File: src/rtl/bmf_out_fifo.sv
// Output queue that decouples the filter pipeline from the result channel.
module bmf_out_fifo #(
    parameter int DEPTH = 8,
    parameter int WIDTH = 25
) (
    input  logic                       clk,
    input  logic                       rst_n,
    input  logic                       push,
    input  logic [WIDTH-1:0]           push_data,
    output logic                       out_valid,
    input  logic                       out_ready,
    output logic [WIDTH-1:0]           out_data,
    output logic [$clog2(DEPTH+1)-1:0] count
);
    localparam int PTR_W = $clog2(DEPTH);
    localparam int CNT_W = $clog2(DEPTH+1);

    logic [WIDTH-1:0] mem_reg [DEPTH];
    logic [PTR_W-1:0] wr_ptr_reg;
    logic [PTR_W-1:0] rd_ptr_reg;
    logic [CNT_W-1:0] count_reg;
    logic             pop;

    assign pop       = out_valid && out_ready;
    assign out_valid = count_reg != '0;
    assign out_data  = mem_reg[rd_ptr_reg];
    assign count     = count_reg;

    // Store pushed results
    always_ff @(posedge clk)
    begin
        if (push)
        begin
            mem_reg[wr_ptr_reg] <= push_data;
        end
    end

    // Advance pointers and occupancy
    always_ff @(posedge clk or negedge rst_n)
    begin
        if (!rst_n)
        begin
            wr_ptr_reg <= '0;
            rd_ptr_reg <= '0;
            count_reg  <= '0;
        end
        else
        begin
            if (push)
            begin
                wr_ptr_reg <= (wr_ptr_reg == PTR_W'(DEPTH - 1)) ? '0 : wr_ptr_reg + 1'b1;
            end
            if (pop)
            begin
                rd_ptr_reg <= (rd_ptr_reg == PTR_W'(DEPTH - 1)) ? '0 : rd_ptr_reg + 1'b1;
            end
            if (push && !pop)
            begin
                count_reg <= count_reg + 1'b1;
            end
            else if (pop && !push)
            begin
                count_reg <= count_reg - 1'b1;
            end
        end
    end

endmodule

File: config.mk
export PLATFORM = sky130hd
export DESIGN_NAME = bmf_out_fifo
export DESIGN_NICKNAME = d
export VERILOG_FILES = /design/src/rtl/bmf_out_fifo.sv
export SDC_FILE = /design/constraint.sdc
export NUM_CORES = 1
export LEC_CHECK = 0
export BUFFER_PORTS_ARGS = -buffer_cell sky130_fd_sc_hd__buf_2
export CAP_MARGIN = 20
export CORE_UTILIZATION = 40
export CTS_BUF_LIST = sky130_fd_sc_hd__clkbuf_8
export CTS_CLUSTER_DIAMETER = 150
export DETAILED_ROUTE_END_ITERATION = 16
export SYNTH_ARGS = -nofsm -noshare
export SYNTH_HDL_FRONTEND = slang
export SYNTH_SLANG_ARGS = --single-unit
export TNS_END_PERCENT = 30
File: constraint.sdc
create_clock -name clk -period 3.95 [get_ports clk]
set_input_delay 0.79 -clock clk [delete_from_list [all_inputs] [get_ports clk]]
set_output_delay 0.79 -clock clk [all_outputs]
set_load 0.005 [all_outputs]
======== Word level (Yosys, flattened, before mapping) ========
Memory sizes are Yosys's and may differ from the RTL's.
Cells that the tools add are included.
cells by class
  reductions and logical operators ........ 7
  equality and inequality tests ........... 2
  $add $sub $neg .......................... 4
  muxes and demuxes ....................... 6
operator list
  kind                   number
  $mux W4                2
  $add A3 B1 Y3 const B  2
  $eq A3 B3 Y1 const B   2
  $mux W3                2
  $add A4 B1 Y4 const B  1
  $reduce_bool A4 Y1     1
  $sub A4 B1 Y4 const B  1
  $logic_and A1 B1 Y1    3
  $logic_not A1 Y1       2
  $mux W1                2
  $reduce_bool A2 Y1     1
word-level totals
  memory bits (writable) .................. 200
  memories ................................ 1
  bits of input ports ..................... 29
  word-level logic and storage cells ...... 23
  register bits ........................... 10
  output and inout port bits .............. 30
memories
  name     depth  width  read ports  clocked after Yosys merged registers in  wr ports  line  source
  mem_reg  8      25     1           0                                        1         18    logic [WIDTH-1:0] mem_reg [DEPTH];

======== Longest topological paths before layout ========
  depth after elaboration ................. 5
  mapped depth ............................ 7
  gate-level depth less buffers ........... 7

======== Worst setup path before layout ========
No wires, ideal clock.
  kind .................................... input-to-reg
  start ................................... input port push
  end ..................................... memory mem_reg[0][0], enable pin
  stages .................................. 2
  slack ................................... 0.891 ns
  setup time .............................. 0.438 ns
  arrival time ............................ 2.621 ns
  required time ........................... 3.512 ns
  buffers on the path ..................... 0
  path through ............................ nand2b_1 -> nor3_1
between the ends
  word-level cells in the longest chain between the ends .. 2
ends and longest elaborated chain
  item                           line  source
  from (decl)                    8     input logic push,
  $mux W1                        32    if (push)
  $mux W1 (not written as such)  34    mem_reg[wr_ptr_reg] <= push_data;
  to (decl)                      18
Every way passes these cells.

======== Final worst setup path ========
  start ................................... register rd_ptr_reg[0]
  end ..................................... output port out_data[13]
between the ends
  word-level cells in the longest chain between the ends .. 1
ends and longest elaborated chain
  item                    line  source
  from (decl)             20    logic [PTR_W-1:0] rd_ptr_reg;
  from (signal assigned)  55    rd_ptr_reg <= (rd_ptr_reg == PTR_W'(DEPTH - 1)) ? '0 : rd_ptr_reg + 1'b1;
  $mem_v2 Z8 W25          --
  to (decl)               12    output logic [WIDTH-1:0] out_data,
Every way passes these cells.

==> impl_metrics.py <==
metrics = {
    "worst_setup_path": {
        "end_kind": "primary output",
        "critPathMaxFanout": 16,
        "critPathArrivalTime_ps": 2610,
        "crit_type": "reg2out",
        "critPathRequiredTime_ps": 3160,
        "cp-start-kind": "register",
        "setup.worst_path.start": "rd_ptr_reg[0]$_DFFE_PN0P_",
        "worst_r2r_startpoint": "count[0]$_DFFE_PN0P_",
    },
    "drt": {
        "avgRoutedWirePerCell_um": 20.6,
        "viasPerCell": 5.16,
        "dr.pass1.iters": 4,
        "first_iter_violations": 187,
        "drt-total-wl_um": 15000,
        "final_antenna_net_count": 0,
        "drc": 0,
        "num_vias": 3754,
    },
    "outcome": {
        "run_status": "complete, no violations",
    },
    "floorplanning": {
        "core_mm2": 0.0203,
        "num_rows": 52,
        "die_w_um": 146,
        "die-height_um": 146,
        "io_pins": 59,
        "die_area_mm2": 0.0214,
        "start_util_pct": 41.1,
    },
    "yosys": {
        "synth_top_area_share_pct": 72.1,
        "synth_area_per_cell_um2": 23.5,
        "synth.distinct_cells": 27,
        "synth_top_family_by_area": "multiplexers",
        "synth-simple-area-share_pct": 1.61,
        "synth_ff_type": "edfxtp_1",
        "yosysMostFrequentCell": "edfxtp_1",
        "synth_nets": 392,
        "synth_top_area_cell": "edfxtp_1",
        "synthMuxAreaShare_pct": 19.4,
        "ys_seq_area_share_pct": 75.1,
        "synth_edf_count": 200,
        "yosysWarningCount": 0,
        "synthTopCellsByCount": "edfxtp_1, mux4_1, mux2_2",
        "syn_area_mm2": 0.00833,
        "ys_async_sr_fraction_pct": 4.76,
        "synthCells": 355,
        "ys_top_cells_by_area": "edfxtp_1, mux4_1, mux2_2",
        "synthAdderAreaFrac_pct": 1.29,
        "synth_seq_cells": 210,
        "synth-xor-area-share_pct": 0.210,
        "synth_compound_area_share_pct": 1.04,
    },
    "placed_design": {
        "pre_cts_ws_ps": 1080,
        "gp_congestion": 0.695,
        "io_buffers": 58,
        "place_area_mm2": 0.00899,
        "hpwlAfterDp_um": 8300,
        "place_inst": 675,
    },
    "cts": {
        "clockBufferDepth": 3,
        "cts-root-buf": "clkbuf_8",
        "cts_htree_levels": 1,
        "clk_pin_slew_ps": 60,
        "cts_resized": 0,
        "post_cts_buffers": 0,
        "cts_sinks": 210,
        "clock_latency_ps": 540,
        "postCtsHoldBufs": 0,
        "cts_buffers": 31,
        "cts_tree": "done",
    },
    "power": {
        "max-vdd-ir-drop_mv": 0.259,
        "p_per_area_mw_per_mm2": 668,
        "total_power_mw": 6.34,
        "p_leak_nw": 3.25,
    },
    "sta": {
        "tns_ps": 0,
        "setup_ws_ps": 555,
        "layout_min_cycle_time_ps": 3400,
        "hold_viol": 0,
        "fin_worst_skew_ps": 9.11,
        "slew_viol_final": 0,
        "max_slew_margin_pct": 33.9,
        "timing.final.crit_share_pct": 86.0,
        "worstMarginPinSlew_ps": 990,
        "grt_setup_unrepaired": "false",
        "max_freq_mhz": 295,
        "setup_violations": 0,
        "whs_ps": 112,
    },
    "layout": {
        "drive_gt1_share_pct": 32.2,
        "largest_reg_flops": 200,
        "fillers": 1701,
        "final_nets": 475,
        "final_area_mm2": 0.00950,
        "final_cells": 727,
        "area_delta_synth_final_pct": 14.0,
        "n_antenna_cell": 0,
        "fin_util_pct": 46.8,
    },
    "grt": {
        "overflow": 0,
        "antenna_found_initial": 0,
        "grt_pass1_wl_um": 23100,
        "grt_max_degree": 30,
        "grt_pass1_vias": 4021,
        "grt.total_usage_pct": 14.4,
    },
    "hold_path": {
        "hold_path_class": "in2async",
    },
    "job": {
        "drv_cap": 0,
    },
}
cells by family after synthesis:
family | after synthesis
buffers and inverters | 18
AO/OA/AOI/OAI | 10
adder cells (fa/ha/maj) | 8
multiplexers | 80
flip-flops | 210
XOR/XNOR | 2
AND/OR/NAND/NOR | 27
power by group:
| group | internal [mW] | switching, mW |
|---|---|---|
| Sequential | 2.80 | 0.210 |
| Combinational | 0.984 | 0.876 |
| Clock | 0.718 | 0.747 |
worst paths after layout:
kind | end | slack, ps | depth (start not counted)
max | out_data[13] | 550 | 4
min | wr_ptr_reg[1]$_DFFE_PN0P_ | 110 | 1
max reg2reg | count[3]$_DFFE_PN0P_ | 1210 | 7
min reg2reg | wr_ptr_reg[2]$_DFFE_PN0P_ | 600 | 1
max in group asynchronous | rd_ptr_reg[1]$_DFFE_PN0P_ | 3620 | 1
min in group clk | mem_reg[0][5]$_DFFE_PP_ | 520 | 1
critical path, stage by stage (launching register included):
cell and delay (ps):
dfrtp_2 660, buf_4 370, mux4_1 590, mux2_2 310
buf_2 130
per-layer routing:
metal	up-vias	wire [um]	GRT usage, %	part of all wire [%]
met1	1945	6140	17.7	41
met4	0	350	4.90	2.3
li1	1703	-	-	-
met5	-	0	0	0
met3	28	571	2.41	3.8
met2	78	7900	25.7	53
final cells by class:
cell class                 count  area (um2)  area share (%)
clock buffer                  31         427            4.49
clock inverter                21        83.8           0.883
inverter                       2        7.51          0.0790
multi-input combinational    127        2020            21.3
sequential                   210        6260            65.9
tap                          270         338            3.56
timing repair buffer          66         363            3.82
layout by cell type, fill, tap and decap left out, drive strengths merged:
cell type / synthesis / layout
buf: 8 / 66
nor2: 7 / 7
fa: 1 / 1
xnor2: 2 / 2
inv: 2 / 14
clkinvlp: 0 / 1
or4: 2 / 2
ha: 7 / 7
nand2b: 3 / 3
o41ai: 1 / 1
clkinv: 0 / 8
nor3: 4 / 4
or3: 1 / 1
edfxtp: 200 / 200
mux2: 29 / 29
a2111o: 1 / 1
o21ai: 3 / 3
mux4: 50 / 50
a21oi: 2 / 2
a21o: 1 / 1
nand3b: 2 / 2
nand2: 6 / 6
dfrtp: 10 / 10
clkbuf: 8 / 31
mux2i: 1 / 1
o211ai: 2 / 2
nand3: 2 / 2
(Power assumes the default switching activity.)
