[src/rtl/bmf_pkg.sv]
// Shared types, constants and the reciprocal table of the box mean filter.
package bmf_pkg;

    // Transaction codes on the input channel
    localparam logic OP_PIXEL = 1'b0;
    localparam logic OP_FLUSH = 1'b1;

    // Configuration register indexes
    localparam logic [1:0] REG_WINDOW = 2'd0;
    localparam logic [1:0] REG_WIDTH  = 2'd1;
    localparam logic [1:0] REG_HEIGHT = 2'd2;

    // Widths that cover the largest window (31) and tallest frame
    localparam int ROW_W       = 13;
    localparam int COL_SUM_W   = 13;
    localparam int BOX_SUM_W   = 18;
    localparam int RECIP_SHIFT = 28;
    localparam int RECIP_W     = 29;
    localparam int PROD_W      = BOX_SUM_W + RECIP_W;
    localparam int OUT_DEPTH   = 8;

    typedef struct packed {
        logic [7:0] red;
        logic [7:0] green;
        logic [7:0] blue;
    } pix_t;

    typedef struct packed {
        logic [COL_SUM_W-1:0] red;
        logic [COL_SUM_W-1:0] green;
        logic [COL_SUM_W-1:0] blue;
    } col_sum_t;

    typedef struct packed {
        logic [BOX_SUM_W-1:0] red;
        logic [BOX_SUM_W-1:0] green;
        logic [BOX_SUM_W-1:0] blue;
    } box_sum_t;

    typedef struct packed {
        logic [PROD_W-1:0] red;
        logic [PROD_W-1:0] green;
        logic [PROD_W-1:0] blue;
    } prod_t;

    typedef struct packed {
        logic end_of_frame;
        pix_t pix;
    } result_t;

    // ceil(2^RECIP_SHIFT / (d*d)) indexed by half window h, d = 2h+1
    localparam logic [RECIP_W-1:0] RECIP_TABLE [16] = '{
        RECIP_W'(((1 << RECIP_SHIFT) + 1   - 1) / 1),
        RECIP_W'(((1 << RECIP_SHIFT) + 9   - 1) / 9),
        RECIP_W'(((1 << RECIP_SHIFT) + 25  - 1) / 25),
        RECIP_W'(((1 << RECIP_SHIFT) + 49  - 1) / 49),
        RECIP_W'(((1 << RECIP_SHIFT) + 81  - 1) / 81),
        RECIP_W'(((1 << RECIP_SHIFT) + 121 - 1) / 121),
        RECIP_W'(((1 << RECIP_SHIFT) + 169 - 1) / 169),
        RECIP_W'(((1 << RECIP_SHIFT) + 225 - 1) / 225),
        RECIP_W'(((1 << RECIP_SHIFT) + 289 - 1) / 289),
        RECIP_W'(((1 << RECIP_SHIFT) + 361 - 1) / 361),
        RECIP_W'(((1 << RECIP_SHIFT) + 441 - 1) / 441),
        RECIP_W'(((1 << RECIP_SHIFT) + 529 - 1) / 529),
        RECIP_W'(((1 << RECIP_SHIFT) + 625 - 1) / 625),
        RECIP_W'(((1 << RECIP_SHIFT) + 729 - 1) / 729),
        RECIP_W'(((1 << RECIP_SHIFT) + 841 - 1) / 841),
        RECIP_W'(((1 << RECIP_SHIFT) + 961 - 1) / 961)
    };

endpackage

[src/rtl/bmf_cell.sv]
// One cell of the column-sum chain: holds a column sum and taps it onto a shared bus.
module bmf_cell (
    input  logic               clk,
    input  logic               shift,
    input  logic               sel,
    input  bmf_pkg::col_sum_t  din,
    input  bmf_pkg::col_sum_t  tap_in,
    output bmf_pkg::col_sum_t  dout,
    output bmf_pkg::col_sum_t  tap_out
);
    import bmf_pkg::*;

    col_sum_t val_reg;

    // Advance the column sum to the neighbor
    always_ff @(posedge clk)
    begin
        if (shift)
        begin
            val_reg <= din;
        end
    end

    assign dout    = val_reg;
    assign tap_out = sel ? (tap_in | val_reg) : tap_in;

endmodule

[config.mk]
export PLATFORM = sky130hd
export DESIGN_NAME = bmf_cell
export DESIGN_NICKNAME = d
export VERILOG_FILES = /design/src/rtl/bmf_pkg.sv /design/src/rtl/bmf_cell.sv
export SDC_FILE = /design/constraint.sdc
export NUM_CORES = 1
export LEC_CHECK = 0
export BUFFER_PORTS_ARGS = -buffer_cell sky130_fd_sc_hd__buf_2
export CORE_UTILIZATION = 34
export DETAILED_ROUTE_END_ITERATION = 8
export GPL_TIMING_DRIVEN = 0
export PLACE_DENSITY = 0.79
export SLEW_MARGIN = 40
export SYNTH_ARGS = -nofsm -noshare
export SYNTH_HDL_FRONTEND = slang
export SYNTH_SLANG_ARGS = --single-unit
[constraint.sdc]
create_clock -name clk -period 0.8 [get_ports clk]
set_input_delay 0.04 -clock clk [delete_from_list [all_inputs] [get_ports clk]]
set_output_delay 0.04 -clock clk [all_outputs]
set_load 0.02 [all_outputs]
Word-level counts from Yosys, hierarchy flattened
Cells that the tools add are included.
{"block": "word_totals", "ramBits": 0, "romBits": 0, "in_bits": 81, "n_memories": 0, "reg_bits": 39, "output_inout_bits": 78, "latch_bits": 0, "wordCells": 5}
{"block": "classes", "mux": 1, "n_shift": 0, "div": 0, "mul": 0, "n_lt_le_gt_ge": 0, "reduce_logical": 0, "n_addsub": 0, "bitwise_logic": 1, "eq_ne": 0}
{"operator": "$mux 39", "n": 1}
{"operator": "$or 39x39->39", "n": 1}

Depth between registers and ports, before layout
Gate-level depths: netlist of run 1.
{"block": "depth", "ltp_word": 2, "ltp_mapped": 3}

Worst setup path after synthesis of run 1
OpenSTA, ideal clock, no wires.
{"block": "synth_path", "kind": "register -> output", "from": "register val_reg (netlist bit dout[0])", "to": "output port tap_out[0] in the netlist's numbering", "arrival_ns": 0.748, "n_path_buf": 0, "stages_incl_launch_ff": 2, "required_time_ns": 0.760, "path_slack_ns": 0.012, "path_cell_list": "edfxtp_1 > a21o_1"}
{"item": "start: declaration", "line": "bmf_cell.sv:13", "source": "col_sum_t val_reg;"}
{"item": "start signal: assignment", "line": "bmf_cell.sv:20", "source": "val_reg <= din;"}
{"item": "end: declaration", "line": "bmf_cell.sv:9", "source": "output bmf_pkg::col_sum_t tap_out"}

==> impl_metrics.ini, run 1 <==
[setup_path]
worstPathMaxFanout = 2
crit_path_start_kind = flop
crit_chain = a21o_1 > buf_6
setup.worst_path.class = reg -> out
critPathBufInv = 1
path_delay_family = flip-flops
critPathMaxStageDelay_ns = 0.45
startpoint = dout[9]
crit_path_end_kind = primary output
cpMaxStageDelayCell = edfxtp_1
crit_arrival_ns = 1.11
critical_path_required_ns = 0.76

[finish]
n_antenna_cell = 0
area_delta_synth_final_pct = 125
fin_nets = 380
finalInstanceArea_sq_um = 3370
drive_above_1_share_pct = 61.0
largest_reg_flops = 39
fin_util_pct = 81.9

[clock_tree]
cts_sinks = 39
root_buffer = clkbuf_8
cts_buffer_depth = 2
cts_made_buffers = 5
htreeDepth = 2
clk_transition_reported_paths_ns = 0.09
cts_tree = yes

[worst_hold_path]
whs_endpoint = dout[25]
holdPathStages = 1
hold_class = in -> reg
min_from = shift

[synth]
ys.flop_type = edfxtp_1
synth_area_leaders = edfxtp_1, a21o_1, buf_6
netlist_instances = 82
synth.ff_latch_count = 39
ys_types = 4
synth_commonest_cells = a21o_1, edfxtp_1, buf_2, buf_6
synth_edf_count = 39
yosys.area.top_type = edfxtp_1
yosys_warnings = 0
yosysTopAreaCellShare_pct = 78.3
syn-cell-area_sq_um = 1500
synth_area_per_cell_sq_um = 18.2
syn_nets = 163
seq_area_frac_synth_pct = 78.3
async_reset_ff_share_pct = 0

[routing]
via_count = 1715
drt_pass1_iterations = 4
drt-total-wl_um = 6610
drc_errors = 0
routed_via_density = 4.90
wl_per_cell_um = 18.9
antenna_left = 0
drtIter0Drc = 82

[grt]
grt_pass1_wl_um = 8020
grt_overflow = 0
antenna_found_initial = 0
grt_usage_pct = 24.8
grt_max_degree = 40
grt_pass1_vias = 1760

[placed_design]
dp_hpwl_um = 3200
postPlaceCellArea_sq_um = 2340
globalplace.congestion = 0.697
port_buffers = 157
dp_slack_ns = -0.305

[sta]
period_share_pct = 143
slew_headroom_pct = 66.5
hold_viol_final = 0
fmax_mhz = 871
worst_pin_slew_ns = 0.502
setup_viol = 78
slew_violations = 0
setup_ws_ns = -0.348
period_minus_slack_ns = 1.15
rsz0062_at_grt = yes

[floorplan]
initial_core_util_pct = 36.4
core_sq_um = 4120
dieWidth_um = 68.3
ios = 159
placementRows = 23
dieArea_sq_um = 4670
die_y_um = 68.3

[run]
max_cap_violations = 0

[run_status]
violations = negative setup slack
run_status = complete, but fails checks

[power]
p_per_area_nw_per_um2 = 1660
power_mw = 5.59
leakage_nw = 1.67
peakVddDrop_uv = 1440
how the worst max path moves through the flow:
stage	endpoint	depth (start not counted)
finish	tap_out[9]	2
floorplan	tap_out[0]	1
global placement	dout[5]	1
global route	tap_out[9]	2
detailed placement	dout[0]	1
CTS	tap_out[11]	2
metrics by stage:
| step | setup TNS (ns) | hold slack (ns) | instances |
|---|---|---|---|
| after floorplan | 0 | 0.139 | 82 |
| final | -16.22 | 0.239 | 350 |
| after global routing | -18.52 | 0.249 | 350 |
| after detailed placement | -11.82 | 0.218 | 289 |
| after global placement | -10.84 | 0.216 | 289 |
| after CTS | -13.78 | 0.350 | 343 |
what timing repair did:
action,CTS,global route
setup endpoints to repair,78,78
gates resized for setup,104,36
pin swaps,38,0
hold buffers,39,0
setup buffers,7,7
hold endpoints to repair,39,0
kinds of logic (layout without fill, tap and decap cells):
family                 count (synthesis)  after routing  share of synthesized area, %
AO/OA/AOI/OAI                         39             39                          19.6
flip-flops                            39             39                          78.3
buffers and inverters                  4            222                          2.17
cell type report:
type                    instances  area (sq um)
well taps                      50          62.6
repair buffers                210          1720
plain buffers                   4          32.5
clock buffers                   5          68.8
flip-flops and latches         39          1170
multi-input cells              39           293
fillers                       227           743
clock inverters                 3          20.0
metal layers:
layer,track usage (%),vias up,wire [um]
met5,0,-,0
li1,-,756,-
met1,23.1,814,2150
met2,48.3,127,3770
met4,13.3,0,221
met3,6.17,18,474
layout by cell type, fill, tap and decap left out:
cell type | Yosys | routed
clkinv_2 | 0 | 1
clkbuf_8 | 0 | 5
edfxtp_1 | 39 | 39
buf_6 | 2 | 76
clkinvlp_4 | 0 | 2
a21o_1 | 39 | 39
buf_2 | 2 | 93
dlygate4sd3_1 | 0 | 39
buf_4 | 0 | 6
report_power, final:
group,internal [mW],leakage (nW),switching (mW)
clock network,0.607,0.0402,0.726
registers,2.44,0.382,0.118
logic,0.920,1.25,0.786
total,3.96,1.67,1.63
(Power assumes the default switching activity.)
==> inputs of run 2 (changes only) <==
Settings changed: ABC_AREA set to 1, CORE_MARGIN set to 1, CORE_UTILIZATION 34 to 35, PLACE_DENSITY 0.79 to 0.78, SLEW_MARGIN 40 to 15.
==> run 2 against run 1 <==
The flow still finishes with violations (negative setup slack). Die area increased by 6.2%. Sequential share of layout area about the same. Combinational power decreased by 8%. Clock power decreased by 9%. Cell area about the same. Critical path depth increased by 1. Count of clock-buffer cells in the layout unchanged. Setup slack improved by 0.11 ns. Highest routed layer unchanged.
==> impl_metrics.ini, run 2 <==
[clock_tree]
htreeDepth = 2
clk_transition_reported_paths_ns = 0.07
cts_buffer_depth = 2
cts_made_buffers = 5
cts_sinks = 39
root_buffer = clkbuf_8
cts_tree = yes

[sta]
slew_violations = 0
hold_viol_final = 0
slew_headroom_pct = 64.6
worst_pin_slew_ns = 0.530
fmax_mhz = 961
period_share_pct = 130
setup_ws_ns = -0.240
period_minus_slack_ns = 1.04
setup_viol = 78
rsz0062_at_grt = yes
hold_ws_ns = 0.357

[grt]
grt_max_degree = 40
grt_pass1_vias = 1737
grt_usage_pct = 19.9
antenna_found_initial = 0
grt_overflow = 0
grt_pass1_wl_um = 7650

[setup_path]
setup.worst_path.class = reg -> out
critical_path_required_ns = 0.76
crit_arrival_ns = 1.00
crit_path_start_kind = flop
crit_path_end_kind = primary output
worstPathMaxFanout = 2

[floorplan]
dieWidth_um = 70.4
core_sq_um = 4410
dieArea_sq_um = 4960
ios = 159
die_y_um = 70.4
placementRows = 24
initial_core_util_pct = 37.1

[synth]
async_reset_ff_share_pct = 0
ys.flop_type = edfxtp_1
yosysMostFrequentCell = nand2_1
netlist_instances = 160
syn_nets = 241
synth_top_family_by_area = simple AND/OR/NAND/NOR gates
seq_area_frac_synth_pct = 71.5
synth_edf_count = 39
synth.ff_latch_count = 39
yosys.area.top_type = edfxtp_1
yosys_warnings = 0
synth_commonest_cells = nand2_1, edfxtp_1, inv_1
synthSimpleGateAreaFrac_pct = 17.9
synth-xor-area-share_pct = 0
yosysTopAreaCellShare_pct = 71.5
synth_fa_ha_area_share_pct = 0
synth_area_leaders = edfxtp_1, nand2_1, inv_1
ys_types = 6
synth_compound_area_share_pct = 0
syn-cell-area_sq_um = 1640
synth_area_per_cell_sq_um = 10.2
synthMuxAreaShare_pct = 0

[power]
p_int_mw = 3.82
switching_share_pct = 28.3
power_switching_mw = 1.51
p_per_area_nw_per_um2 = 1580
power_mw = 5.33
pwr-share-comb_pct = 29.7
leakage_nw = 1.77
clock_power_share_pct = 22.7
peakVddDrop_uv = 1110
p_seq_share_pct = 47.6

[routing]
drtIter0Drc = 110
routed_via_density = 4.34
via_count = 1804
drt_pass1_iterations = 4
drt-total-wl_um = 5410
drc_errors = 0
wl_per_cell_um = 13.0
antenna_left = 0

[run_status]
run_status = complete, but fails checks
violations = negative setup slack

[finish]
drive_above_1_share_pct = 47.8
area_delta_synth_final_pct = 106
largest_reg_flops = 39
multi_input_area_sq_um = 308
fill_cells = 267
instances_no_fill = 416
layout_commonest_cell = buf_2
fin_nets = 445
n_antenna_cell = 0
fin_util_pct = 76.4
seqCellArea_sq_um = 1170
final_cell_mix = buf_2, nand2_1, buf_6

[placed_design]
dp_hpwl_um = 3170
port_buffers = 157
globalplace.congestion = 0.721
dp_slack_ns = -0.300
placedCellCount = 369

[run]
max_cap_violations = 0

[worst_hold_path]
hold_class = in -> out
[run 2: cell types whose count changed in the layout (fill, tap and decap cells not counted)]
cell,change
clkinvlp_4,-2
clkbuf_4,+1
inv_1,+39
buf_4,-4
buf_2,+3
nand2_1,+72
nand2_2,+6
a21o_1,-39
clkinv_1,+1
buf_6,-13
[run 2: final timing paths]
check | startpoint | to | slack [ns] | depth (start not counted)
max | dout[1] | tap_out[1] | -0.24 | 3
min | tap_in[11] | tap_out[11] | 0.36 | 4
[run 2: per-stage QoR]
stage / setup TNS, ns / cell area [sq um]
detailed placement: -11.64 / 2490
CTS: -10.67 / 3200
floorplan: 0 / 1640
global placement: -10.90 / 2490
finish: -11.15 / 3370
global route: -14.34 / 3370
[run 2: timing repair]
action,4_1_cts,5_1_grt
pin swaps,36,7
hold endpoints to repair,39,0
buffers inserted,0,1
hold buffers,39,0
endpoints found under the setup margin,78,117
gates cloned,0,0
gates resized for setup,78,53
[run 2: logic make-up (layout without fill, tap and decap cells)]
family | count (synthesis) | in the layout
simple gates | 78 | 78
buf+inv | 43 | 247
flops | 39 | 39
[run 2: routing by layer]
metal	part of all wire, %	GRT usage, %	up-vias
li1	-	-	882
met1	34	19.9	808
met2	55	37.7	100
met3	7.6	6.20	14
met4	2.8	7.78	0
met5	0	0	-
[run 2: power by group through the flow]
stage | combinational [mW] | sequential [mW] | clock (mW)
floorplan | 0.361 | 2.76 | 0
global placement | 1.07 | 2.55 | 0
detailed placement | 1.09 | 2.55 | 0
CTS | 1.44 | 2.51 | 1.24
global route | 1.67 | 2.56 | 1.31
finish | 1.58 | 2.54 | 1.21
[run 2: area by class of cell]
type | instances | share of cell area, %
inverter | 39 | 4.34
multi-input combinational | 78 | 9.13
tap | 52 | 1.93
buffer | 4 | 0.854
clock buffer | 5 | 2.04
sequential | 39 | 34.7
timing repair buffer | 197 | 46.7
clock inverter | 2 | 0.260
[run 2: worst max-delay path, cell delays in order (launching register included)]
cell and delay, ns:
edfxtp_1 0.41, nand2_1 0.09, nand2_1 0.08, buf_6 0.14
==> inputs of run 3 (changes only) <==
Settings changed: MAX_ROUTING_LAYER set to met4.
==> run 3 against run 2 <==
Clock power about the same. Critical endpoint unchanged. The flow still finishes with violations (negative setup slack). Die area unchanged. Non-clock buffer count unchanged. Sequential share of layout area unchanged. Flip-flop and latch count unchanged. Power decreased by 0.19%.
==> impl_metrics.ini, run 3 (synthesized netlist as in run 2, its figures left out) <==
[run_status]
run_status = complete, but fails checks
violations = negative setup slack

[sta]
slew_headroom_pct = 64.5
setup_viol = 78
period_share_pct = 129
rsz0062_at_grt = yes
worst_pin_slew_ns = 0.533
setup_ws_ns = -0.236
hold_viol_final = 0
fmax_mhz = 965
hold_ws_ns = 0.357
slew_violations = 0
period_minus_slack_ns = 1.04

[power]
p_per_area_nw_per_um2 = 1580
power_mw = 5.32
peakVddDrop_uv = 1100
leakage_nw = 1.77

[setup_path]
crit_chain = nand2_1 > nand2_1 > buf_6
critPathMaxStageDelay_ns = 0.41
cp_common_cell = nand2_1
worstPathMaxFanout = 2
crit_arrival_ns = 1.00
crit_path_end_kind = primary output
crit_path_start_kind = flop
cpMaxStageDelayCell = edfxtp_1
setup.worst_path.class = reg -> out
critical_path_required_ns = 0.76

[finish]
fill_cells = 267
drive_above_1_share_pct = 47.8
fin_nets = 445
area_delta_synth_final_pct = 106
final_cell_mix = buf_2, nand2_1, buf_6
layout_commonest_cell = buf_2
largest_reg_flops = 39
n_antenna_cell = 0

[clock_tree]
cts_sinks = 39
htreeDepth = 2
root_buffer = clkbuf_8
cts_made_buffers = 5
cts_tree = yes
cts_buffer_depth = 2
clk_transition_reported_paths_ns = 0.07

[placed_design]
dp_hpwl_um = 3170
globalplace.congestion = 0.729
port_buffers = 157

[routing]
met2_length_um = 2990
met3_length_um = 393
top_layer = met4
wl_per_cell_um = 13.0
routed_via_density = 4.33
antenna_left = 0
wl_met1_um = 1860
drt-total-wl_um = 5400
drc_errors = 0
via_count = 1801
drtIter0Drc = 90
drt_pass1_iterations = 4

[grt]
antenna_found_initial = 0
grt_max_degree = 40
grt_pass1_wl_um = 7670
grt_usage_pct = 20.5
grt_pass1_vias = 1732
grt_overflow = 0

[floorplan]
placementRows = 24
ios = 159
dieArea_sq_um = 4960
die_y_um = 70.4
initial_core_util_pct = 37.1
dieWidth_um = 70.4
core_sq_um = 4410

[worst_hold_path]
hold_class = in -> out

[run]
max_cap_violations = 0
-- run 3: repair_timing --
item / 4_1_cts / 5_1_grt
endpoints found under the hold margin: 39 / 0
buffers inserted: 0 / 1
hold buffers: 39 / 0
pin swaps: 36 / 7
endpoints found under the setup margin: 78 / 117
resized for setup: 78 / 53
-- run 3: layout make-up --
class	instances	area (sq um)	share of cell area (%)
timing repair buffer	197	1570	46.7
clock buffer	5	68.8	2.04
tap	52	65.1	1.93
multi-input combinational	78	308	9.13
clock inverter	2	8.76	0.260
buffer	4	28.8	0.854
sequential	39	1170	34.7
inverter	39	146	4.34
-- run 3: final timing paths --
check,end,slack (ns),cells after the start,from
setup / recovery,tap_out[1],-0.24,3,dout[1]
hold / removal,tap_out[11],0.36,4,tap_in[11]
-- run 3: layer usage --
metal | vias up | global-route usage (%)
met2 | 99 | 37.6
met5 | - | -
met4 | 0 | 7.78
met1 | 806 | 20.5
li1 | 882 | -
met3 | 14 | 5.63
-- run 3: metrics by stage --
stage               setup slack (ns)  instance area (sq um)  setup TNS [ns]  utilization, %  cells
finish                        -0.236                   3370          -11.11            76.4    416
global route                  -0.275                   3370          -14.35            76.4    416
CTS                           -0.203                   3200          -10.67            72.5    415
detailed placement            -0.300                   2490          -11.64            56.4    369
global placement              -0.281                   2490          -10.90            56.4    369
floorplan                     0.0566                   1640               0               -    160
-- run 3: critical path, delay by kind of cell, from the launching register on --
kind                   cells  cell delay [ns]
flip-flops                 1             0.41
AND/OR/NAND/NOR            2             0.17
buffers and inverters      1             0.14
-- run 3: where the power goes --
part	total (mW)	internal [mW]	switching, mW	leakage, nW
logic	1.58	0.806	0.778	1.35
clock network	1.20	0.579	0.618	0.0414
registers	2.54	2.44	0.102	0.382
